### src/hdl/aot_pkg.sv
// Shared types, character codes and helper functions for the arrow operator tokenizer.
// Depends on nothing; every other file of the block imports it.
package aot_pkg;

    localparam int OFFSET_BITS = 16;   // width of byte position and run length counters
    localparam int FIELD_BITS  = 16;   // width of offset and length fields on the result port

    typedef enum logic [2:0] {
        MODE_IDLE   = 3'd0,
        MODE_MINUS  = 3'd1,
        MODE_LT     = 3'd2,
        MODE_LTDASH = 3'd3,
        MODE_WORD   = 3'd4,
        MODE_NUM    = 3'd5
    } mode_t;

    typedef enum logic [2:0] {
        KIND_END     = 3'd0,
        KIND_SEND    = 3'd1,
        KIND_BIJECT  = 3'd2,
        KIND_INHERIT = 3'd3,
        KIND_IS      = 3'd4,
        KIND_WORD    = 3'd5,
        KIND_NUMBER  = 3'd6,
        KIND_ERROR   = 3'd7
    } kind_t;

    // Progress of a word against the keyword "is".
    typedef enum logic [1:0] {
        MATCH_EMPTY = 2'd0,
        MATCH_I     = 2'd1,
        MATCH_IS    = 2'd2,
        MATCH_NONE  = 2'd3
    } match_t;

    localparam logic [7:0] CH_NUL   = 8'h00;
    localparam logic [7:0] CH_TAB   = 8'h09;
    localparam logic [7:0] CH_SPACE = 8'h20;
    localparam logic [7:0] CH_MINUS = 8'h2D;
    localparam logic [7:0] CH_LT    = 8'h3C;
    localparam logic [7:0] CH_GT    = 8'h3E;
    localparam logic [7:0] CH_UNDER = 8'h5F;
    localparam logic [7:0] CH_LOW_I = 8'h69;
    localparam logic [7:0] CH_LOW_S = 8'h73;

    typedef logic [OFFSET_BITS-1:0] count_t;
    typedef logic [FIELD_BITS-1:0]  field_t;

    typedef struct packed {
        kind_t  kind;
        field_t offset;
        field_t length;
        logic   last;
    } token_t;

    // What the scanner produces for the byte held in the input register.
    typedef struct packed {
        logic   any;      // at least one token
        logic   two;      // two tokens
        token_t first;
        token_t second;
    } scan_res_t;

    function automatic count_t sat_inc(input count_t v);
        count_t r;
        r = (v == {OFFSET_BITS{1'b1}}) ? v : count_t'(v + 1'b1);
        return r;
    endfunction

    function automatic field_t to_field(input count_t v);
        return FIELD_BITS'(v);
    endfunction

    function automatic logic is_letter(input logic [7:0] b);
        return (b >= 8'h61 && b <= 8'h7A) || (b >= 8'h41 && b <= 8'h5A);
    endfunction

    function automatic logic is_digit(input logic [7:0] b);
        return b >= 8'h30 && b <= 8'h39;
    endfunction

    function automatic match_t next_match(input match_t m, input logic [7:0] b);
        match_t r;
        if (m == MATCH_EMPTY && b == CH_LOW_I) begin
            r = MATCH_I;
        end else if (m == MATCH_I && b == CH_LOW_S) begin
            r = MATCH_IS;
        end else begin
            r = MATCH_NONE;
        end
        return r;
    endfunction

endpackage

### src/hdl/arrow_operator_tokenizer.sv
// Top level of the arrow operator tokenizer: input register, scanner, result register.
// Depends on aot_pkg, aot_scan and aot_out_slot.
//
//  channel | direction | handshake         | word carries
//  --------+-----------+-------------------+----------------------------------------------
//  s_      | in        | s_valid / s_ready | s_text_byte
//  m_      | out       | m_valid / m_ready | m_token_kind, m_token_offset, m_token_length,
//          |           |                   | m_last_of_item
//
// Flow: a byte sits in the input register and leaves it when its tokens load into the result
// register, or without waiting if it owes none; a byte that closes a token and also starts an
// error or end token loads two tokens one after the other, as the single result register
// takes one token per cycle while it is free.
// Path: a token reaches m_ through the input register and then the result register; the
// second of two loads after the first.
// Reset: aresetn low at a clock edge clears both valid flags, the scanner to idle and
// offset zero.
// Stalls: a held byte that owes a token waits while the result register is full and
// m_ready is low; s_ready then drops, so s_ready follows m_ready in the same cycle. A held
// byte that owes no token never waits.
module arrow_operator_tokenizer
    import aot_pkg::*;
(
    input  logic       aclk,
    input  logic       aresetn,
    input  logic       s_valid,
    output logic       s_ready,
    input  logic [7:0] s_text_byte,
    output logic       m_valid,
    input  logic       m_ready,
    output logic [2:0] m_token_kind,
    output field_t     m_token_offset,
    output field_t     m_token_length,
    output logic       m_last_of_item
);

    logic       in_valid_reg, in_valid_next;
    logic [7:0] in_byte_reg;
    logic       phase_reg, phase_next;   // first of two tokens already sent

    scan_res_t res;
    logic      out_free, step_ok, done, load;
    token_t    load_tok;

    aot_scan u_scan (
        .aclk      (aclk),
        .aresetn   (aresetn),
        .text_byte (in_byte_reg),
        .commit    (done),
        .res       (res)
    );

    // Advance the held byte when its next token has somewhere to go.
    assign step_ok  = in_valid_reg && (!res.any || out_free);
    assign done     = step_ok && (!res.two || phase_reg);
    assign load     = step_ok && res.any;
    assign load_tok = phase_reg ? res.second : res.first;

    // Take a new word when no byte is held or as soon as the held byte finishes.
    assign s_ready = !in_valid_reg || done;

    always_comb begin
        in_valid_next = in_valid_reg;
        if (s_valid && s_ready) begin
            in_valid_next = 1'b1;
        end else if (done) begin
            in_valid_next = 1'b0;
        end
        phase_next = phase_reg;
        if (step_ok && res.two) begin
            phase_next = !phase_reg;
        end
    end

    always_ff @(posedge aclk) begin
        if (!aresetn) begin
            in_valid_reg <= 1'b0;
            phase_reg    <= 1'b0;
        end else begin
            in_valid_reg <= in_valid_next;
            phase_reg    <= phase_next;
        end
    end

    always_ff @(posedge aclk) begin
        if (s_valid && s_ready) begin
            in_byte_reg <= s_text_byte;
        end
    end

    aot_out_slot u_out (
        .aclk           (aclk),
        .aresetn        (aresetn),
        .load           (load),
        .tok            (load_tok),
        .free           (out_free),
        .m_ready        (m_ready),
        .m_valid        (m_valid),
        .m_token_kind   (m_token_kind),
        .m_token_offset (m_token_offset),
        .m_token_length (m_token_length),
        .m_last_of_item (m_last_of_item)
    );

    // A second token is only owed while its byte is still held.
    a_phase_needs_byte: assert property (@(posedge aclk) disable iff (!aresetn)
        phase_reg |-> in_valid_reg)
        else $error("second token pending without a held byte");

    // Never overwrite a token that is still waiting downstream.
    a_no_overwrite: assert property (@(posedge aclk) disable iff (!aresetn)
        load |-> out_free)
        else $error("result register loaded while occupied");

    // The first of two tokens goes out without the last flag.
    a_first_not_last: assert property (@(posedge aclk) disable iff (!aresetn)
        $rose(phase_reg) |-> (m_valid && !m_last_of_item))
        else $error("first of two tokens marked last");

endmodule

### src/hdl/aot_scan.sv
// Tokenizer state registers and the per-byte classification logic.
// Depends on aot_pkg.
module aot_scan
    import aot_pkg::*;
(
    input  logic       aclk,
    input  logic       aresetn,
    input  logic [7:0] text_byte,
    input  logic       commit,
    output scan_res_t  res
);

    mode_t  mode_reg,  mode_next;
    count_t pos_reg,   pos_next;
    count_t begin_reg, begin_next;
    count_t run_reg,   run_next;
    match_t match_reg, match_next;

    logic   have_p, have_f, consumed, word_ch;
    token_t tok_p, tok_f;

    always_ff @(posedge aclk) begin
        if (!aresetn) begin
            mode_reg  <= MODE_IDLE;
            pos_reg   <= '0;
            begin_reg <= '0;
            run_reg   <= '0;
            match_reg <= MATCH_EMPTY;
        end else if (commit) begin
            mode_reg  <= mode_next;
            pos_reg   <= pos_next;
            begin_reg <= begin_next;
            run_reg   <= run_next;
            match_reg <= match_next;
        end
    end

    always_comb begin
        mode_next  = mode_reg;
        pos_next   = pos_reg;
        begin_next = begin_reg;
        run_next   = run_reg;
        match_next = match_reg;
        have_p     = 1'b0;
        have_f     = 1'b0;
        consumed   = 1'b0;
        word_ch    = is_letter(text_byte) || is_digit(text_byte) || text_byte == CH_UNDER;
        tok_p      = '{kind: KIND_ERROR, offset: to_field(begin_reg),
                       length: field_t'(1), last: 1'b0};
        tok_f      = '{kind: KIND_ERROR, offset: to_field(pos_reg),
                       length: field_t'(1), last: 1'b1};

        // Close or extend the pending token.
        case (mode_reg)
            MODE_MINUS: begin
                have_p = 1'b1;
                if (text_byte == CH_GT) begin
                    tok_p.kind   = KIND_SEND;
                    tok_p.length = field_t'(2);
                    mode_next    = MODE_IDLE;
                    consumed     = 1'b1;
                end
            end
            MODE_LT: begin
                if (text_byte == CH_MINUS) begin
                    mode_next = MODE_LTDASH;
                    run_next  = count_t'(2);
                    consumed  = 1'b1;
                end else begin
                    have_p = 1'b1;
                end
            end
            MODE_LTDASH: begin
                have_p = 1'b1;
                if (text_byte == CH_GT) begin
                    tok_p.kind   = KIND_BIJECT;
                    tok_p.length = field_t'(3);
                    mode_next    = MODE_IDLE;
                    consumed     = 1'b1;
                end else begin
                    tok_p.kind   = KIND_INHERIT;
                    tok_p.length = field_t'(2);
                end
            end
            MODE_WORD: begin
                if (word_ch) begin
                    run_next   = sat_inc(run_reg);
                    match_next = next_match(match_reg, text_byte);
                    consumed   = 1'b1;
                end else begin
                    have_p       = 1'b1;
                    tok_p.kind   = (match_reg == MATCH_IS) ? KIND_IS : KIND_WORD;
                    tok_p.length = to_field(run_reg);
                end
            end
            MODE_NUM: begin
                if (is_digit(text_byte)) begin
                    run_next = sat_inc(run_reg);
                    consumed = 1'b1;
                end else begin
                    have_p       = 1'b1;
                    tok_p.kind   = KIND_NUMBER;
                    tok_p.length = to_field(run_reg);
                end
            end
            default: begin
            end
        endcase

        // Start fresh on any byte the pending token did not take.
        if (consumed) begin
            pos_next = sat_inc(pos_reg);
        end else begin
            mode_next = MODE_IDLE;
            if (text_byte == CH_NUL) begin
                have_f       = 1'b1;
                tok_f.kind   = KIND_END;
                tok_f.length = '0;
                pos_next     = '0;
            end else begin
                pos_next = sat_inc(pos_reg);
                if (text_byte != CH_SPACE && text_byte != CH_TAB) begin
                    begin_next = pos_reg;
                    run_next   = count_t'(1);
                    if (text_byte == CH_MINUS) begin
                        mode_next = MODE_MINUS;
                    end else if (text_byte == CH_LT) begin
                        mode_next = MODE_LT;
                    end else if (is_letter(text_byte) || text_byte == CH_UNDER) begin
                        mode_next  = MODE_WORD;
                        match_next = next_match(MATCH_EMPTY, text_byte);
                    end else if (is_digit(text_byte)) begin
                        mode_next = MODE_NUM;
                    end else begin
                        have_f = 1'b1;
                    end
                end
            end
        end

        tok_p.last = !have_f;
        res.any    = have_p || have_f;
        res.two    = have_p && have_f;
        res.first  = have_p ? tok_p : tok_f;
        res.second = tok_f;
    end

endmodule

### src/hdl/aot_out_slot.sv
// Result register of the tokenizer with its valid/ready handshake.
// Depends on aot_pkg.
module aot_out_slot
    import aot_pkg::*;
(
    input  logic       aclk,
    input  logic       aresetn,
    input  logic       load,
    input  token_t     tok,
    output logic       free,
    input  logic       m_ready,
    output logic       m_valid,
    output logic [2:0] m_token_kind,
    output field_t     m_token_offset,
    output field_t     m_token_length,
    output logic       m_last_of_item
);

    logic   valid_reg, valid_next;
    token_t tok_reg;

    assign free       = !valid_reg || m_ready;
    assign valid_next = load ? 1'b1 : (m_ready ? 1'b0 : valid_reg);

    always_ff @(posedge aclk) begin
        if (!aresetn) begin
            valid_reg <= 1'b0;
        end else begin
            valid_reg <= valid_next;
        end
    end

    // Payload needs no reset; load only when the slot frees up.
    always_ff @(posedge aclk) begin
        if (load) begin
            tok_reg <= tok;
        end
    end

    assign m_valid        = valid_reg;
    assign m_token_kind   = 3'(tok_reg.kind);
    assign m_token_offset = tok_reg.offset;
    assign m_token_length = tok_reg.length;
    assign m_last_of_item = tok_reg.last;

endmodule
### config.mk
export PLATFORM = sky130hd
export DESIGN_NAME = arrow_operator_tokenizer
export DESIGN_NICKNAME = d
export VERILOG_FILES = /design/src/hdl/aot_pkg.sv /design/src/hdl/arrow_operator_tokenizer.sv /design/src/hdl/aot_scan.sv /design/src/hdl/aot_out_slot.sv
export SDC_FILE = /design/constraint.sdc
export NUM_CORES = 1
export LEC_CHECK = 0
export BUFFER_PORTS_ARGS = -buffer_cell sky130_fd_sc_hd__buf_2
export CORE_AREA = 2 2 124 126
export CTS_BUF_LIST = sky130_fd_sc_hd__clkbuf_8
export DETAILED_ROUTE_END_ITERATION = 7
export DIE_AREA = 0 0 126 128
export HOLD_SLACK_MARGIN = 0.02
export PLACE_DENSITY_LB_ADDON = 0.25
export SYNTH_ARGS = -nofsm -noshare
export SYNTH_HDL_FRONTEND = slang
export SYNTH_HIERARCHICAL = 1
export SYNTH_SLANG_ARGS = --single-unit
### constraint.sdc
create_clock -name aclk -period 3.9 [get_ports aclk]
set_input_delay 0.39 -clock aclk [delete_from_list [all_inputs] [get_ports aclk]]
set_output_delay 0.39 -clock aclk [all_outputs]
set_load 0.02 [all_outputs]
### Word-level counts from Yosys, hierarchy flattened

Cells that the tools add are included.
W data, S select, Z words.

| word-level totals | value |
|---|---|
| output and inout port bits | 38 |
| word-level logic and storage cells | 147 |
| register bits after elaboration | 100 |
| input port bits | 12 |

| operators by class | value |
|---|---|
| equality and inequality tests | 20 |
| bitwise logic cells | 3 |
| $add $sub $neg | 2 |
| magnitude comparators | 6 |
| muxes and demuxes | 68 |
| reductions and logical operators | 35 |

Operators with widths:

| cell | count |
|---|---|
| $mux W16 | 13 |
| $mux W36 | 2 |
| $pmux W16 S4 | 1 |
| $pmux W16 S3 | 1 |
| $mux W3 | 13 |
| $add A16 B1 Y16 const B | 2 |
| $eq A16 B16 Y1 const B | 2 |
| $eq A8 B6 Y1 const B | 3 |
| $eq A8 B7 Y1 const B | 3 |
| $mux W1 | 23 |
| $mux W2 | 11 |
| $ge A8 B7 Y1 const B | 2 |
| $le A8 B7 Y1 const B | 2 |
| $logic_and A1 B1 Y1 | 12 |
| $pmux W3 S4 | 1 |
| $logic_or A1 B1 Y1 | 9 |
| $ne A3 B3 Y1 const B | 3 |
| $ge A8 B6 Y1 const B | 1 |
| $le A8 B6 Y1 const B | 1 |
| $logic_not A8 Y1 | 1 |
| $ne A8 B4 Y1 const B | 1 |
| $ne A8 B6 Y1 const B | 1 |
| $pmux W1 S4 | 2 |
| $reduce_and A4 Y1 | 2 |
| 11 further kinds | 22 |

### Longest topological paths before layout

Gate-level depths: netlist (run 1).

| logic depth | value |
|---|---|
| depth in word-level cells | 18 |
| gate-level depth with buffers | 16 |

### By module

Netlist (run 1), hierarchy kept.

By module, submodules not included:

| module | times used | area each (µm²) | cells each | seq. area each (µm²) |
|---|---|---|---|---|
| aot_scan | 1 | 3626.0 | 457 | 1061.0 |
| aot_out_slot | 1 | 1129.8 | 40 | 1101.1 |
| arrow_operator_tokenizer | 1 | 882.1 | 62 | 280.3 |

### Least setup slack after synthesis (run 1)

OpenSTA, ideal clock, no wires.

| timing path | value |
|---|---|
| path type | reg2reg |
| start point | register in_byte_reg[6] |
| end point | register u_scan.run_reg[6] |
| setup slack | 0.407 ns |
| arrival | 3.374 ns |
| cell stages (with the launch flop) | 14 |
| period minus slack after synthesis | 3.493 ns |
| path through | edfxtp_1 > or3b_4 > nor4_1 > nand2_1 > a21oi_1 > o32ai_2 > buf_2 > nand2b_1 > nor2b_1 > nor3b_1 > clkbuf_1 > nor2_1 > a31o_2 > a211o_1 |

RTL lines:

| element | RTL line | RTL |
|---|---|---|
| from (decl) | arrow_operator_tokenizer.sv:38 | `logic [7:0] in_byte_reg;` |
| from (signal assigned) | arrow_operator_tokenizer.sv:87 | `in_byte_reg <= s_text_byte;` |
| to (signal assigned) | aot_scan.sv:33 | `run_reg <= run_next;` |
| to (decl) | aot_scan.sv:16 | `count_t run_reg, run_next;` |

==> results of run 1 <==
## synth_stat cells, drive strengths merged, types with 3 or more instances
cell | count | area [µm²]
and4b | 3 | 30.0
clkbuf | 14 | 52.6
or3 | 4 | 25.0
and2 | 15 | 93.8
mux2i | 22 | 220
xnor2 | 8 | 70.1
buf | 30 | 241
o32ai | 4 | 42.6
nor3 | 21 | 115
nor2b | 6 | 37.5
nand3 | 20 | 100
mux2 | 53 | 668
nor4 | 8 | 50.1
nand4 | 7 | 43.8
nor2 | 54 | 203
o22a | 3 | 26.3
inv | 10 | 37.5
a21boi | 5 | 41.3
nand3b | 5 | 37.5
a31oi | 7 | 43.8
nand2 | 37 | 139
nand4b | 3 | 26.3
and3 | 7 | 43.8
xor2 | 4 | 35.0
a211o | 4 | 35.0
and4 | 3 | 26.3
nand2b | 8 | 57.6
a21oi | 26 | 130
edfxtp | 44 | 1320
dfxtp | 56 | 1120
a21o | 5 | 37.5
a211oi | 5 | 37.5
o21ai | 20 | 100
## kinds of logic after synthesis
kind of cell               after synthesis  synth area share (%)
muxes                                   75                  15.8
xor gates and xnor gates                12                  1.86
DFF                                    100                  43.3
and+or+nand+nor                        211                  19.9
other                                    2                 0.133
AOI/OAI and AO/OA                      103                  12.7
buffers and inverters                   54                  5.88
adders and majority gates                2                 0.444
## layer usage
| metal | GRT usage, % | up-vias | routed length [µm] | share of wire [%] |
|---|---|---|---|---|
| met5 | 0 | - | 0 | 0 |
| met4 | 8.66 | 0 | 359 | 2.8 |
| met3 | 2.71 | 22 | 583 | 4.5 |
| met2 | 25.9 | 126 | 5740 | 44 |
| met1 | 22.3 | 2074 | 6250 | 48 |
| li1 | - | 2106 | - | - |
## area by class of cell
type | count | area (µm²) | area share (%)
Multi-Input combinational cell | 419 | 2930 | 47.2
Sequential cell | 100 | 2440 | 39.4
Timing Repair Buffer | 59 | 333 | 5.37
Tap cell | 188 | 235 | 3.79
Clock buffer | 10 | 138 | 2.22
Clock inverter | 6 | 88.8 | 1.43
Inverter | 10 | 37.5 | 0.605
## worst max-delay path by stage
| stage | startpoint | endpoint | slack [ns] |
|---|---|---|---|
| floorplan | in_byte_reg[6] | u_scan/run_reg[6] | 0.41 |
| global placement | in_byte_reg[6] | u_scan/run_reg[6] | 0.56 |
| detailed placement | in_byte_reg[4] | u_scan/run_reg[10] | 0.38 |
| CTS | in_byte_reg[4] | u_scan/run_reg[10] | 0.36 |
| global route | in_byte_reg[2] | u_scan/pos_reg[11] | 0.16 |
| finish | in_byte_reg[2] | u_scan/pos_reg[11] | 0.42 |
## power by group
part | internal (mW) | leakage (nW) | switching (mW)
Clock | 0.381 | 0.120 | 0.375
Combinational | 0.0939 | 1.33 | 0.162
Sequential | 1.13 | 0.843 | 0.0308
Total | 1.61 | 2.29 | 0.568
## what timing repair did
| item | in CTS | in global routing |
|---|---|---|
| setup endpoints to repair | 0 | 1 |
| endpoints found under the hold margin | 0 | 0 |
| resized for setup | 0 | 1 |
## worst register-to-register path, stage by stage (launching register included)
cell and delay, ns:
edfxtp_1 0.46, or3b_4 0.43, nor4_1 0.37, nand2_1 0.14, a21oi_1 0.20, o32ai_2 0.12
nand2b_1 0.18, nor2b_1 0.16, nor3b_2 0.22, buf_4 0.29, o31ai_1 0.25, nor4_1 0.35
xnor2_1 0.16, nor2_1 0.05
## stage by stage
step / total power, mW / std cells / hold slack [ns] / area (µm²)
floorplan: 1.38 / 573 / 0.458 / 5690
global placement: 1.44 / 776 / 0.469 / 5970
detailed placement: 1.44 / 776 / 0.482 / 5970
CTS: 2.21 / 792 / 0.153 / 6200
global route: 2.27 / 792 / 0.161 / 6200
finish: 2.17 / 792 / 0.175 / 6200
==> out/qor.txt, run 1 <==
Crit Path Class: reg -> reg
Detailed Place HPWL: 8930 µm
floorplan row count: 45
chip height: 128 µm
CP most frequent cell: nor4_1
endpoints failing hold: 0
clock transition at the registers of the reported paths: 0.09 ns
CP endpoint kind: register
static leakage: 2.29 nW
# fillers: 1504
Cells after Synth: 559
H-tree depth: 3
Yosys Warn Count: 6
Nets: 613
first-pass GRT wire length: 21500 µm
Final min period: 3.48 ns
R2R depth: 13
setup violators final: 0
synthesized cell area: 5640 µm²
TritonCTS clock tree: done
worst path bufs/invs: 1
Post-Place Setup Slack: 0.381 ns
Fmax: 288 MHz
worst slew pin tran: 0.901 ns
Hold Startpoint: s_text_byte[3]
vias per inst: 5.46
Die X: 126 µm
Seq/Total Area, Yosys: 43.3%
Final WS setup: 0.425 ns
initial antenna violation count: 0
postcts setup bufs: 0
fin. max-slew vios: 0
largest net degree at the start of global routing: 39
clock skew: 0.0136 ns
most frequent cells in the layout: dfxtp_1 (55), nor2_1 (53), buf_2 (49)
starting density of the core: 37.9%
hold path endpoint: in_byte_reg[3]
Worst VDD drop: 0.152 mV
Top Ports: 50
pwr dens: 351 nW/µm²
Port Buffers: 49
ys flop type: dfxtp_1
TNS Setup: 0 ns
flop-to-flop setup slack: 0.42 ns
Detail Route Antenna Nets: 0
Stages on worst setup path: 13
ys async rst share: 0%
Slowest-stage cell, CP: edfxtp_1
hold path cells: 1
delay-heaviest family, CP: simple AND/OR/NAND/NOR gates
Slew headroom: 39.4%
CP max FO: 22
Final Core Density: 41.7%
RSZ-0062 raised after global routing: no
number of synthesized flops with an enable pin: 44
Required @ worst endpoint: 4.19 ns
Placer Congestion: 0.931
Post-Route WL: 12900 µm
fraction of layout cells with a size suffix above 1: 23.8%
GRT Total Usage: 16.6%
#FFs+latches synth: 100
Clock Tree Buf Depth: 2
n_diodes: 0
Crit Reg-Reg Endpoint: u_scan/pos_reg[11]
min-delay worst type: in -> reg
routed via count: 4328
Core Footprint: 14900 µm²
CP arrival: 3.76 ns
DIE AREA: 16100 µm²
clock latency on the worst-skew pair: 0.39 ns
max-cap viol count: 0
part of the cycle the worst path needs: 89.1%
reg2reg start: in_byte_reg[2]
DRT iter0 DRCs: 259
first-pass iteration count of the detailed router: 4
hold_buf cts: 0
Routed WL per cell: 16.3 µm
vias in the first global route: 4237
DRC viols: 0
Synth cell types: 69
cells along the critical path: or3b_4, nor4_1, nand2_1, a21oi_1, o32ai_2, nand2b_1, nor2b_1, nor3b_2, buf_4, o31ai_1, nor4_1, xnor2_1, nor2_1
Clock Root Buffer: clkbuf_8
Area Growth Syn to Fin: 9.99%
slowest stage delay, CP: 0.46 ns
most common cell after layout, fill and taps aside: dfxtp_1
grt total ovfl: 0
nature of the critical path startpoint: register
status: complete, no violations
total CTS buffers: 9
Synth Area per Inst: 10.1 µm²
# clock sinks: 100
Note: power is estimated with default switching activity, not from simulation.
==> run 2, diff against run 1 <==
- RECOVER_POWER: default -> 100
==> run 2 against run 1 <==
Against the previous run: clock-buffer cell count unchanged; maximum frequency is 2.2% lower; global-route usage stayed put; first-iteration DRC count increased by 0.77%; sequential cell count did not move; critical path depth stayed put; sequential share of layout area rose by 0.89 points; sequential power about the same; critical path type unchanged; largest cell class unchanged.
==> out/qor.txt, run 2 (synthesized netlist as in run 1, its figures left out) <==
status: complete, no violations (unchanged)
Die X: 126 µm (unchanged)
initial antenna violation count: 0 (unchanged)
worst slew pin tran: 0.938 ns (was 0.901 ns)
Final Core Density: 40.8% (was 41.7%)
floorplan row count: 45 (unchanged)
Placer Congestion: 0.931 (unchanged)
Crit Path Class: reg -> reg (unchanged)
Slew headroom: 37.0% (was 39.4%)
# clock sinks: 100 (unchanged)
grt total ovfl: 0 (unchanged)
clock latency on the worst-skew pair: 0.39 ns (about the same)
Post-Route WL: 13100 µm (was 12900 µm)
R2R depth: 13 (unchanged)
nature of the critical path startpoint: register (unchanged)
grt met2 use: 25.9% (unchanged)
# fillers: 1535 (was 1504)
CP endpoint kind: register (unchanged)
pwr dens: 357 nW/µm² (was 351 nW/µm²)
GRT Total Usage: 16.6% (unchanged)
met3 Use GR: 2.71% (unchanged)
H-tree depth: 3 (unchanged)
Detailed Place HPWL: 8930 µm (unchanged)
clock skew: 0.0155 ns (was 0.0136 ns)
routed via count: 4337 (was 4328)
Clock Root Buffer: clkbuf_8 (unchanged)
largest net degree at the start of global routing: 39 (unchanged)
Area Growth Syn to Fin: 7.55% (was 9.99%)
DIE AREA: 16100 µm² (unchanged)
Required @ worst endpoint: 4.19 ns (about the same)
TritonCTS clock tree: done (unchanged)
endpoints failing hold: 0 (unchanged)
hold path cells: 1 (unchanged)
first-pass iteration count of the detailed router: 5 (was 4)
Fmax: 281 MHz (was 288 MHz)
vias per inst: 5.48 (was 5.46)
most common cell after layout, fill and taps aside: dfxtp_1 (unchanged)
RSZ-0062 raised after global routing: no (unchanged)
n_diodes: 0 (unchanged)
Worst VDD drop: 0.150 mV (was 0.152 mV)
hold_buf cts: 0 (unchanged)
static leakage: 2.19 nW (was 2.29 nW)
Hold Slack: 0.176 ns (was 0.175 ns)
first-pass GRT wire length: 21500 µm (unchanged)
most frequent cells in the layout: dfxtp_1 (55), nor2_1 (53), edfxtp_1 (44) (was dfxtp_1 (55), nor2_1 (53), buf_2 (49))
Final min period: 3.55 ns (was 3.48 ns)
clock transition at the registers of the reported paths: 0.10 ns (was 0.09 ns)
fraction of layout cells with a size suffix above 1: 14.1% (was 23.8%)
chip height: 128 µm (unchanged)
CP arrival: 3.84 ns (was 3.76 ns)
Routed WL per cell: 16.5 µm (was 16.3 µm)
Detail Route Antenna Nets: 0 (unchanged)
met1 Use GR: 22.3% (unchanged)
DRT iter0 DRCs: 261 (was 259)
DRC viols: 0 (unchanged)
max-cap viol count: 0 (unchanged)
min-delay worst type: in -> reg (unchanged)
starting density of the core: 37.9% (unchanged)
GRT busiest layer: met2 (unchanged)
Port Buffers: 49 (unchanged)
TNS Setup: 0 ns (unchanged)
area of the multi-input gates: 2850 µm² (was 2930 µm²)
Nets: 613 (unchanged)
fin. max-slew vios: 0 (unchanged)
setup violators final: 0 (unchanged)
Top Ports: 50 (unchanged)
part of the cycle the worst path needs: 91.1% (was 89.1%)
CP max FO: 22 (unchanged)
total CTS buffers: 9 (unchanged)
Core Footprint: 14900 µm² (unchanged)
register area: 2440 µm² (unchanged)
vias in the first global route: 4237 (unchanged)
Clock Tree Buf Depth: 2 (unchanged)
run 2: final cells by class:
type                    count  area share, %
multi-input cells         419           47.0
flip-flops and latches    100           40.3
repair buffers             59           4.50
well taps                 188           3.88
clock buffers              10           2.27
clock inverters             6           1.47
inverters                  10          0.619
run 2: through the flow:
stage                     worst slack [ns]  instances  instance area, µm²  power (mW)
after floorplan                      0.407        573                5690        1.38
after global placement               0.561        776                5970        1.44
after detailed placement             0.381        776                5970        1.44
after CTS                            0.359        792                6200        2.21
after global routing                0.0786        792                6060        2.26
final                                0.345        792                6060        2.16
run 2: final timing paths:
check / from / end / slack, ns
setup reg to reg: in_byte_reg[2] / u_scan/pos_reg[11] / 0.35
setup / recovery: in_byte_reg[2] / u_scan/pos_reg[11] / 0.35
hold reg to reg: u_scan/begin_reg[7] / u_scan/begin_reg[7] / 0.50
hold / removal: s_text_byte[3] / in_byte_reg[3] / 0.18
run 2: report_power, final:
group,switching (mW),internal (mW)
Clock,0.378,0.381
Combinational,0.161,0.0810
Sequential,0.0309,1.13
Total,0.570,1.59
run 2: metal layers:
metal / wire length [µm] / share of wire (%)
met1: 6290 / 48
met5: 0 / 0
met3: 640 / 4.9
met2: 5790 / 44
met4: 349 / 2.7
run 2: critical path: stages (launching register included):
cell and delay, ns:
edfxtp_1 0.46, or3b_1 0.43, nor4_1 0.44, nand2_1 0.15, a21oi_1 0.17, o32ai_1 0.13
nand2b_1 0.19, nor2b_1 0.16, nor3b_2 0.22, buf_4 0.29, o31ai_1 0.25, nor4_1 0.35
xnor2_1 0.16, nor2_1 0.05
run 2: what timing repair did:
action                     CTS  global route
setup endpoints to repair    0             1
setup buffers                0             0
resized for setup            0             1
==> run 3, diff against run 2 <==
- CORE_AREA: 2 2 124 126 -> 2 2 105 107
- DIE_AREA: 0 0 126 128 -> 0 0 107 109
- GPL_TIMING_DRIVEN: default -> 0
==> run 3 against run 2 <==
Against the previous run: clock skew down 0.0070 ns; highest routed layer unchanged; worst hold slack about the same; critical path type unchanged; critical endpoint is now u_scan/pos_reg[10]; critical path depth down 1; global-route usage up 6.7 points; final cell count down 1.4%; non-clock buffer count up 37.
==> out/qor.txt, run 3 (synthesized netlist as in run 1, its figures left out) <==
Fmax: 270 MHz (was 281 MHz)
Clk pwr share: 31.2% (was 35.1%)
min-delay worst type: in -> reg (unchanged)
pwr dens: 334 nW/µm² (was 357 nW/µm²)
Final min period: 3.70 ns (was 3.55 ns)
largest net degree at the start of global routing: 38 (was 39)
total CTS buffers: 9 (unchanged)
Slew headroom: 34.7% (was 37.0%)
Die X: 107 µm (was 126 µm)
# clock sinks: 100 (unchanged)
DIE AREA: 11700 µm² (was 16100 µm²)
H-tree depth: 3 (unchanged)
Sw Share: 27.2% (was 26.4%)
chip height: 109 µm (was 128 µm)
endpoints failing hold: 0 (unchanged)
starting density of the core: 53.2% (was 37.9%)
non-filler cells, final: 781 (was 792)
vias in the first global route: 4332 (was 4237)
combinational power share: 13.8% (was 11.2%)
nature of the critical path startpoint: register (unchanged)
R2R depth: 12 (was 13)
max-cap viol count: 0 (unchanged)
routed via count: 4549 (was 4337)
TNS Setup: 0 ns (unchanged)
n_diodes: 0 (unchanged)
Top Ports: 50 (unchanged)
Port Buffers: 49 (unchanged)
Core Footprint: 10600 µm² (was 14900 µm²)
Area Growth Syn to Fin: 11.3% (was 7.55%)
Worst VDD drop: 0.185 mV (was 0.150 mV)
cells along the critical path: or3b_1, nor4_2, nand2_1, a21oi_2, o32ai_4, nand2b_1, nor2b_1, nor3b_4, inv_1, o21ai_2, clkbuf_2, nor2_1 (was or3b_1, nor4_1, nand2_1, a21oi_1, o32ai_1, nand2b_1, nor2b_1, nor3b_2, buf_4, o31ai_1, nor4_1, xnor2_1, nor2_1)
first-pass iteration count of the detailed router: 5 (unchanged)
part of the cycle the worst path needs: 94.8% (was 91.1%)
fraction of layout cells with a size suffix above 1: 18.3% (was 14.1%)
setup violators final: 0 (unchanged)
slowest stage delay, CP: 0.47 ns (was 0.46 ns)
Hold Startpoint: s_text_byte[2] (was s_text_byte[3])
CP max FO: 14 (was 22)
static leakage: 2.33 nW (was 2.19 nW)
most common cell after layout, fill and taps aside: dfxtp_1 (unchanged)
Detail Route Antenna Nets: 0 (unchanged)
Crit Path Class: reg -> reg (unchanged)
Detailed Place HPWL: 9130 µm (was 8930 µm)
Nets: 650 (was 613)
Final WS setup: 0.203 ns (was 0.345 ns)
worst slew pin tran: 0.971 ns (was 0.938 ns)
initial antenna violation count: 0 (unchanged)
Sequential Power Share: 55.0% (was 53.7%)
area of the multi-input gates: 2910 µm² (was 2850 µm²)
clock latency on the worst-skew pair: 0.39 ns (about the same)
Final Core Density: 59.2% (was 40.8%)
vias per inst: 5.82 (was 5.48)
RSZ-0062 raised after global routing: no (unchanged)
Slowest-stage cell, CP: or3b_1 (was edfxtp_1)
first-pass GRT wire length: 21300 µm (was 21500 µm)
reg2reg start: in_byte_reg[6] (was in_byte_reg[2])
most frequent cells in the layout: dfxtp_1 (56), nor2_1 (53), clkbuf_1 (48) (was dfxtp_1 (55), nor2_1 (53), edfxtp_1 (44))
TritonCTS clock tree: done (unchanged)
clock skew: 0.00850 ns (was 0.0155 ns)
hold path cells: 1 (unchanged)
CP Launch Point: in_byte_reg[6] (was in_byte_reg[2])
# fillers: 959 (was 1535)
hold_buf cts: 0 (unchanged)
CP arrival: 3.98 ns (was 3.84 ns)
DRT iter0 DRCs: 246 (was 261)
Placed Instances: 762 (was 776)
sw power: 570 µW (about the same)
Routed WL per cell: 16.6 µm (was 16.5 µm)
Pwr Total: 2.10 mW (was 2.16 mW)
clock transition at the registers of the reported paths: 0.10 ns (about the same)
Post-Route WL: 13000 µm (was 13100 µm)
GRT Total Usage: 23.3% (was 16.6%)
fin. max-slew vios: 0 (unchanged)
Clock Tree Buf Depth: 2 (unchanged)
Internal: 1.53 mW (was 1.59 mW)
floorplan row count: 38 (was 45)
Post-Place Setup Slack: -0.628 ns (was 0.381 ns)
register area: 2440 µm² (about the same)
DRC viols: 0 (unchanged)
Clock Root Buffer: clkbuf_8 (unchanged)
CP endpoint kind: register (unchanged)
Placer Congestion: 0.903 (was 0.931)
status: complete, no violations (unchanged)
Required @ worst endpoint: 4.18 ns (was 4.19 ns)
grt total ovfl: 0 (unchanged)
-- run 3: timing repair --
| item | 4_1_cts | 5_1_grt |
|---|---|---|
| pin swaps | 1 | 2 |
| setup endpoints to repair | 46 | 88 |
| resized for setup | 10 | 8 |
| setup buffers | 1 | 4 |
-- run 3: routing by layer --
metal / part of all wire, % / track usage (%)
met3: 5.9 / 3.65
met2: 48 / 40.0
met1: 44 / 30.0
met4: 1.6 / 8.44
met5: 0 / 0
-- run 3: power groups by stage --
stage	Combinational, mW	Sequential, mW	Clock [mW]
final	0.290	1.15	0.655
after global routing	0.314	1.16	0.709
after CTS	0.296	1.15	0.668
after detailed placement	0.285	1.18	0
after global placement	0.280	1.17	0
after floorplan	0.179	1.20	0
-- run 3: area by class of cell --
class                      count  area share [%]
multi-input combinational    419            46.4
sequential                   100            38.9
buffer                        42            4.65
timing repair buffer          54            3.71
tap                          140            2.79
clock buffer                   9            1.97
clock inverter                 7           0.997
inverter                      10           0.598
-- run 3: final timing paths --
| check | to | slack [ns] |
|---|---|---|
| setup / recovery | u_scan/pos_reg[10] | 0.20 |
| hold / removal | in_byte_reg[2] | 0.18 |
| setup reg to reg | u_scan/pos_reg[10] | 0.20 |
| hold reg to reg | u_scan/begin_reg[13] | 0.50 |
-- run 3: critical path, delay by kind of cell, from the launching register on --
family / cells / cell delay (ns)
compound gates: 3 / 0.78
flops: 1 / 0.43
buf+inv: 2 / 0.55
simple gates: 7 / 1.82
-- run 3: stage by stage --
stage                     instance area, µm²  hold slack (ns)
after detailed placement                6110            0.482
final                                   6270            0.175
after floorplan                         5690            0.458
after global routing                    6270            0.164
after CTS                               6350            0.169
after global placement                  6110            0.468
